`src/sv/pba_pkg.sv`:
```
// Shared types and constants of the page bitmap allocator.
// No dependencies; imported by every module of the block.
package pba_pkg;

   // Page geometry
   localparam int unsigned PAGE_BYTES = 4096;
   localparam int unsigned PAGE_SHIFT = 12;
   localparam int unsigned WORD_BITS  = 32;
   localparam int unsigned BIT_W      = 5;
   localparam logic [BIT_W-1:0] BIT_MAX = 5'd31;

   // Page index arithmetic width: holds first page + offset of any 32-bit region
   localparam int unsigned RANGE_W = 22;
   localparam int unsigned ADDR_W  = 27;

   // Request codes
   localparam logic [1:0] REQ_ALLOC  = 2'd0;
   localparam logic [1:0] REQ_FREE   = 2'd1;
   localparam logic [1:0] REQ_REGION = 2'd2;

   // Status codes
   localparam logic [1:0] STATUS_OK     = 2'd0;
   localparam logic [1:0] STATUS_NOFREE = 2'd1;
   localparam logic [1:0] STATUS_RANGE  = 2'd2;

   // Memory map entry kind that marks usable memory
   localparam logic [31:0] KIND_USABLE = 32'd1;

   typedef enum logic [2:0] {
      ST_CLEAR,
      ST_IDLE,
      ST_SETUP,
      ST_RANGE,
      ST_READ,
      ST_MODIFY,
      ST_RESP
   } state_type;

   typedef enum logic {
      ALU_ALLOC,
      ALU_CLEAR
   } alu_op_type;

   typedef struct packed {
      logic [WORD_BITS-1:0] new_word;
      logic [5:0]           clr_count;
      logic                 found;
      logic [BIT_W-1:0]     bit_idx;
   } alu_res_type;

endpackage

```
`src/sv/pba_word_alu.sv`:
```
// Shared bitmap word unit: lowest-zero search and set for allocation,
// masked clear with popcount of newly freed pages for free and region walks.
// Depends on pba_pkg.
module pba_word_alu
   import pba_pkg::*;
(
   input  alu_op_type           op,
   input  logic [WORD_BITS-1:0] word,
   input  logic [BIT_W-1:0]     lo_bit,
   input  logic [BIT_W-1:0]     hi_bit,
   output alu_res_type          res
);

   logic [WORD_BITS-1:0] low_zero;
   logic [WORD_BITS-1:0] clr_mask;
   logic [WORD_BITS-1:0] freed;
   logic [BIT_W-1:0]     idx;

   // Isolate the lowest clear bit
   assign low_zero = ~word & (word + 32'd1);

   // Span of bits lo_bit..hi_bit
   assign clr_mask = (32'hFFFF_FFFF << lo_bit) & (32'hFFFF_FFFF >> (BIT_MAX - hi_bit));
   assign freed    = word & clr_mask;

   // Encode the one-hot lowest zero
   always_comb begin
      idx = '0;
      for (int i = 0; i < WORD_BITS; i++) begin
         if (low_zero[i]) begin
            idx = idx | BIT_W'(i);
         end
      end
   end

   always_comb begin
      res.bit_idx   = idx;
      res.found     = (word != 32'hFFFF_FFFF);
      res.clr_count = 6'($countones(freed));
      case (op)
         ALU_ALLOC: res.new_word = word | low_zero;
         ALU_CLEAR: res.new_word = word & ~clr_mask;
         default:   res.new_word = word;
      endcase
   end

endmodule

```
`config.mk`:
```
export PLATFORM = sky130hd
export DESIGN_NAME = pba_word_alu
export DESIGN_NICKNAME = d
export VERILOG_FILES = /design/src/sv/pba_pkg.sv /design/src/sv/pba_word_alu.sv
export SDC_FILE = /design/constraint.sdc
export NUM_CORES = 1
export LEC_CHECK = 0
export BUFFER_PORTS_ARGS = -buffer_cell sky130_fd_sc_hd__buf_4
export CAP_MARGIN = 10
export CORE_ASPECT_RATIO = 1.75
export CORE_MARGIN = 5
export CORE_UTILIZATION = 30
export DETAILED_ROUTE_END_ITERATION = 12
export PLACE_DENSITY = 0.55
export SKIP_LAST_GASP = 1
export SLEW_MARGIN = 20
export SYNTH_ARGS = -nofsm -noshare
export SYNTH_HDL_FRONTEND = slang
export SYNTH_SLANG_ARGS = --single-unit
```
`constraint.sdc`:
```
create_clock -name vclk -period 13
set_input_delay 1.3 -clock vclk [all_inputs]
set_output_delay 1.3 -clock vclk [all_outputs]
set_load 0.02 [all_outputs]
```
==> reports/results.ini, run 1 <==
[outcome]
status=finished, final reports clean

[clock_tree]
postCtsSetupRepairBufs=0
holdBufCountCts=0
ctsResizeCount=0

[final_layout]
final_layout_size_suffix_gt1_frac=0.207
nClkBuffers=0
post-route-util=0.384
synthToLayoutAreaGrowth_pct=27.0
flops_and_latches=0
n_antenna_cell=0
nets=539
regArea_um2=0

[min_path]
hold_class=in -> out
hold_path_depth=3

[placement]
routabilityCongestion=0.957
port_buffers=87
dpl.hpwl_mm=10.4

[synth]
postSynthCellCount=400
syn_nets=474
avgSynthCellArea_um2=6.47
ys_seq_area_frac=0
yosysUniqueCellTypes=61
syn-cell-area_um2=2590
ys_warn_count=0

[worst_setup_path]
cp.required_ns=11.70
worstSetupStartpointType=input pin
path_max_fanout=14
crit_type=in -> out
crit_path_end_kind=output pin
arrival_ns=6.96

[global_route]
antenna_found_initial=0
grt_pass1_vias=3417
grt_pass1_wl_mm=18.4
grtUsageTotal=0.219
grt_max_degree=43
grt-ovfl-total=0

[run]
cap_violations=0

[drt]
drt_iter0_drc=294
wl_met3_um=555
vias=3557
dr_wl_met2_mm=6.57
met1_length_mm=4.27
ant_nets=0
totalWireLength_mm=12.2
drc=0
avgViaCountPerCell=6.13
dr.max_layer_used=met4
firstDrtPassIters=5
wire_per_inst_um=21.0

[floorplan]
pin_count=87
die_y_um=133
initial_utilization=0.302
die_w_um=80.2
fp.coreArea_um2=8560
rows=45
dieArea_um2=10700

[timing]
rsz0062_at_grt=no
max_freq_ghz=0.121
holdWs_ns=2.92
slew_headroom=0.600
finalMaxSlewViolations=0
period_share=0.635
finalSetupViolCount=0
hold_viol_final=0
tightestPinTransition_ns=0.596
min_period_ns=8.26
fin_setup_tns_ns=0

[pwr]
ir_drop_mv=0.0920
power_density_nw_per_um2=58.4
leakage_nw=1.46

[area by class of cell]
cell class,instances,area [um2]
multi-input combinational,336,2340
fill,984,5270
tap,117,146
inverter,40,150
timing repair buffer,87,653
[placed cells by master (no fill, tap or decap), drive strengths merged, types with 3 or more instances in the layout]
cell     instances
buf             87
nand2           51
inv             40
nor2            36
a21oi           34
fa              24
nand3           22
nor3            17
nand4           15
a31oi           14
o21ai           14
and2             7
ha               7
a211oi           6
o21a             5
nor2b            5
and3             5
a21o             5
or4              5
o41ai            5
nand2b           4
o211ai           4
a41oi            4
a22o             4
or3              4
and4             4
o2111ai          3
xnor2            3
[per-layer routing]
metal,vias up,GRT usage
met5,-,0
met4,0,0.112
met3,54,0.00954
met2,206,0.416
met1,1697,0.237
li1,1600,-
[per-stage QoR]
stage                     area, um2  instances  total power [mW]  worst slack (ns)
after floorplan                2590        400             0.116              5.14
after global placement         3290        580             0.192              4.65
after detailed placement       3290        580             0.192              4.72
after CTS                      3290        580             0.193              4.71
after global routing           3290        580             0.208              4.53
final                          3290        580             0.192              4.74
[power breakdown]
group / internal (mW) / total, mW / switching [mW] / leakage [nW]
clock network: 0 / 0 / 0 / 0
logic: 0.0764 / 0.192 / 0.116 / 1.46
registers: 0 / 0 / 0 / 0
[cells in the mapped netlist (all sizes together), types with 5 or more instances]
master  instances  area (um2)
nand2          51         191
inv            40         150
nor2           36         135
a21oi          34         170
fa             24         480
nand3          22         110
nor3           17        85.1
clkbuf         16        60.1
nand4          15         106
a31oi          14        87.6
o21ai          14        70.1
buf             8        41.3
and2            7        43.8
ha              7        87.6
a211oi          6        45.0
a21o            5        37.5
and3            5        31.3
nor2b           5        31.3
o21a            5        37.5
o41ai           5        43.8
or4             5        37.5
[path summary, 6_finish.rpt]
| path | start | to | slack (ns) |
|---|---|---|---|
| worst max-delay path | lo_bit[3] | res[10] | 4.74 |
| worst min-delay path | word[31] | res[5] | 2.92 |
[kinds of logic (layout without fill, tap and decap cells)]
kind of cell | after synthesis | after routing | share of synthesized area
simple gates | 185 | 185 | 0.369
compound gates | 117 | 117 | 0.304
buf+inv | 64 | 127 | 0.0971
fa+ha+maj | 31 | 31 | 0.219
xor+xnor | 3 | 3 | 0.0102
[worst max-delay path, stage by stage]
cell	delay (ns)
buf_4	0.16
or2_2	0.37
a221oi_1	0.48
nand2_1	0.16
fa_1	0.57
fa_1	0.47
fa_1	0.53
fa_1	0.55
fa_1	0.56
inv_1	0.06
fa_1	0.55
ha_1	0.18
inv_1	0.06
fa_1	0.41
inv_1	0.08
a21o_1	0.11
a21oi_1	0.07
xnor2_1	0.13
buf_4	0.16
No activity file was read; power rests on OpenSTA's default activity.
==> run 2, diff against run 1 <==
Settings changed: PLACE_DENSITY 0.55 to 0.57.
Clock period 13 ns to 7.05 ns, I/O delays scaled along.
==> reports/results.ini, run 2 (same netlist as run 1, synthesis figures left out) <==
[global_route]
grt_max_degree=43  ; unchanged
grtUsageTotal=0.224  ; +0.00488
grt_pass1_wl_mm=18.8  ; +2.2%
grt-ovfl-total=0  ; unchanged
grt_pass1_vias=3438  ; +0.61%
antenna_found_initial=0  ; unchanged

[pwr]
combPwrFrac=1.000  ; about the same
seqPwrFrac=0  ; unchanged
leakage_nw=1.49  ; +2.3%
intPower_mw=0.142  ; +86%
switchingPower_mw=0.209  ; +81%
clockPowerShare=0  ; unchanged
switching_share=0.596  ; -0.00626
ir_drop_mv=0.167  ; +81%
power_density_nw_per_um2=105  ; +80%
power.total_mw=0.351  ; +83%

[timing]
finalSetupViolCount=0  ; unchanged
rsz0062_at_grt=no
period_share=0.960
holdWs_ns=1.73  ; -1.19 ns
hold_viol_final=0  ; unchanged
max_freq_ghz=0.148
fin_setup_tns_ns=0  ; unchanged
finalMaxSlewViolations=0  ; unchanged
slew_headroom=0.574  ; -0.0262
tightestPinTransition_ns=0.634  ; +0.0389 ns
min_period_ns=6.77

[floorplan]
die_w_um=80.2  ; unchanged
dieArea_um2=10700  ; unchanged
die_y_um=133  ; unchanged
fp.coreArea_um2=8560  ; unchanged
initial_utilization=0.302  ; unchanged
pin_count=87  ; unchanged
rows=45  ; unchanged

[worst_setup_path]
critPathBufInv=5  ; unchanged
critPathSlowestCell=fa_1
cpMostUsedCell=fa_1
worstSetupStartpointType=input pin
path_cells=buf_4 > o21ai_0 > a221oi_2 > nand2_1 > fa_1 > fa_1 > fa_1 > fa_1 > fa_1 > inv_1 > fa_1 > ha_1 > inv_1 > fa_1 > inv_1 > a21o_1 > a21oi_1 > xnor2_1 > buf_4
crit_type=in -> out
critPathMaxStageDelay_ns=0.56  ; about the same
crit_family=adder cells
arrival_ns=6.06  ; -0.90 ns
path_max_fanout=16  ; +2
crit_path_end_kind=output pin
cp.required_ns=6.34  ; -5.36 ns

[min_path]
hold_class=in -> out

[run]
cap_violations=0  ; unchanged

[final_layout]
flops_and_latches=0  ; unchanged
nFillCells=970  ; -1.4%
synthToLayoutAreaGrowth_pct=29.1
nClkBuffers=0  ; unchanged
layout.cells.non_filler=586  ; +1.0%
n_antenna_cell=0  ; unchanged
most-common-layout-cells=buf_4 (93), nand2_1 (51), inv_1 (40)
nets=545  ; +1.1%
post-route-util=0.390  ; +0.00643
regArea_um2=0  ; unchanged
final_layout_size_suffix_gt1_frac=0.222  ; +0.0144
mostFrequentLayoutCell=buf_4

[placement]
dp_cells=586  ; +1.0%
dpl.hpwl_mm=10.3  ; -0.16%
port_buffers=87  ; unchanged
routabilityCongestion=0.950  ; -0.74%

[drt]
wire_per_inst_um=20.8  ; -1.2%
drt_iter0_drc=383  ; +30%
ant_nets=0  ; unchanged
vias=3540  ; -0.48%
avgViaCountPerCell=6.04  ; -1.5%
drc=0  ; unchanged
totalWireLength_mm=12.2  ; -0.15%
firstDrtPassIters=7  ; +2

[clock_tree]
postCtsSetupRepairBufs=0  ; unchanged

[outcome]
status=finished, final reports clean

==> run 2: cell types whose count changed in the layout (fill, tap and decap cells not counted), sizes merged <==
| cell | change |
|---|---|
| buf | +6 |
==> run 2: worst paths after layout <==
| check | from | to | slack [ns] | cells past startpoint |
|---|---|---|---|---|
| min | word[31] | res[5] | 1.73 | 3 |
| max | hi_bit[2] | res[10] | 0.28 | 19 |
==> run 2: per-layer routing <==
metal  part of all wire  GRT usage
met4              0.075      0.132
met3              0.057     0.0204
met1               0.33      0.244
met2               0.54      0.407
met5                  0          0
==> run 2: layout make-up <==
cell class	count	area, um2	area share
multi-input combinational	336	2350	0.702
timing repair buffer	93	698	0.209
inverter	40	150	0.0449
tap	117	146	0.0438
==> run 2: timing repair <==
action / CTS / global route
hold buffers: 0 / 0
setup endpoints to repair: 0 / 3
resized for setup: 0 / 3
==> run 2: power groups by stage <==
stage,Sequential (mW),Clock [mW],Combinational (mW)
after floorplan,0,0,0.214
after global placement,0,0,0.351
after detailed placement,0,0,0.351
after CTS,0,0,0.353
after global routing,0,0,0.391
final,0,0,0.351
==> run 2: metrics by stage <==
stage,worst slack (ns),area (um2)
2_1_floorplan,0.377,2590
3_3_place_gp,0.144,3330
3_5_place_dp,0.113,3330
4_1_cts,0.0907,3330
5_1_grt,0.0225,3340
6_report,0.285,3340
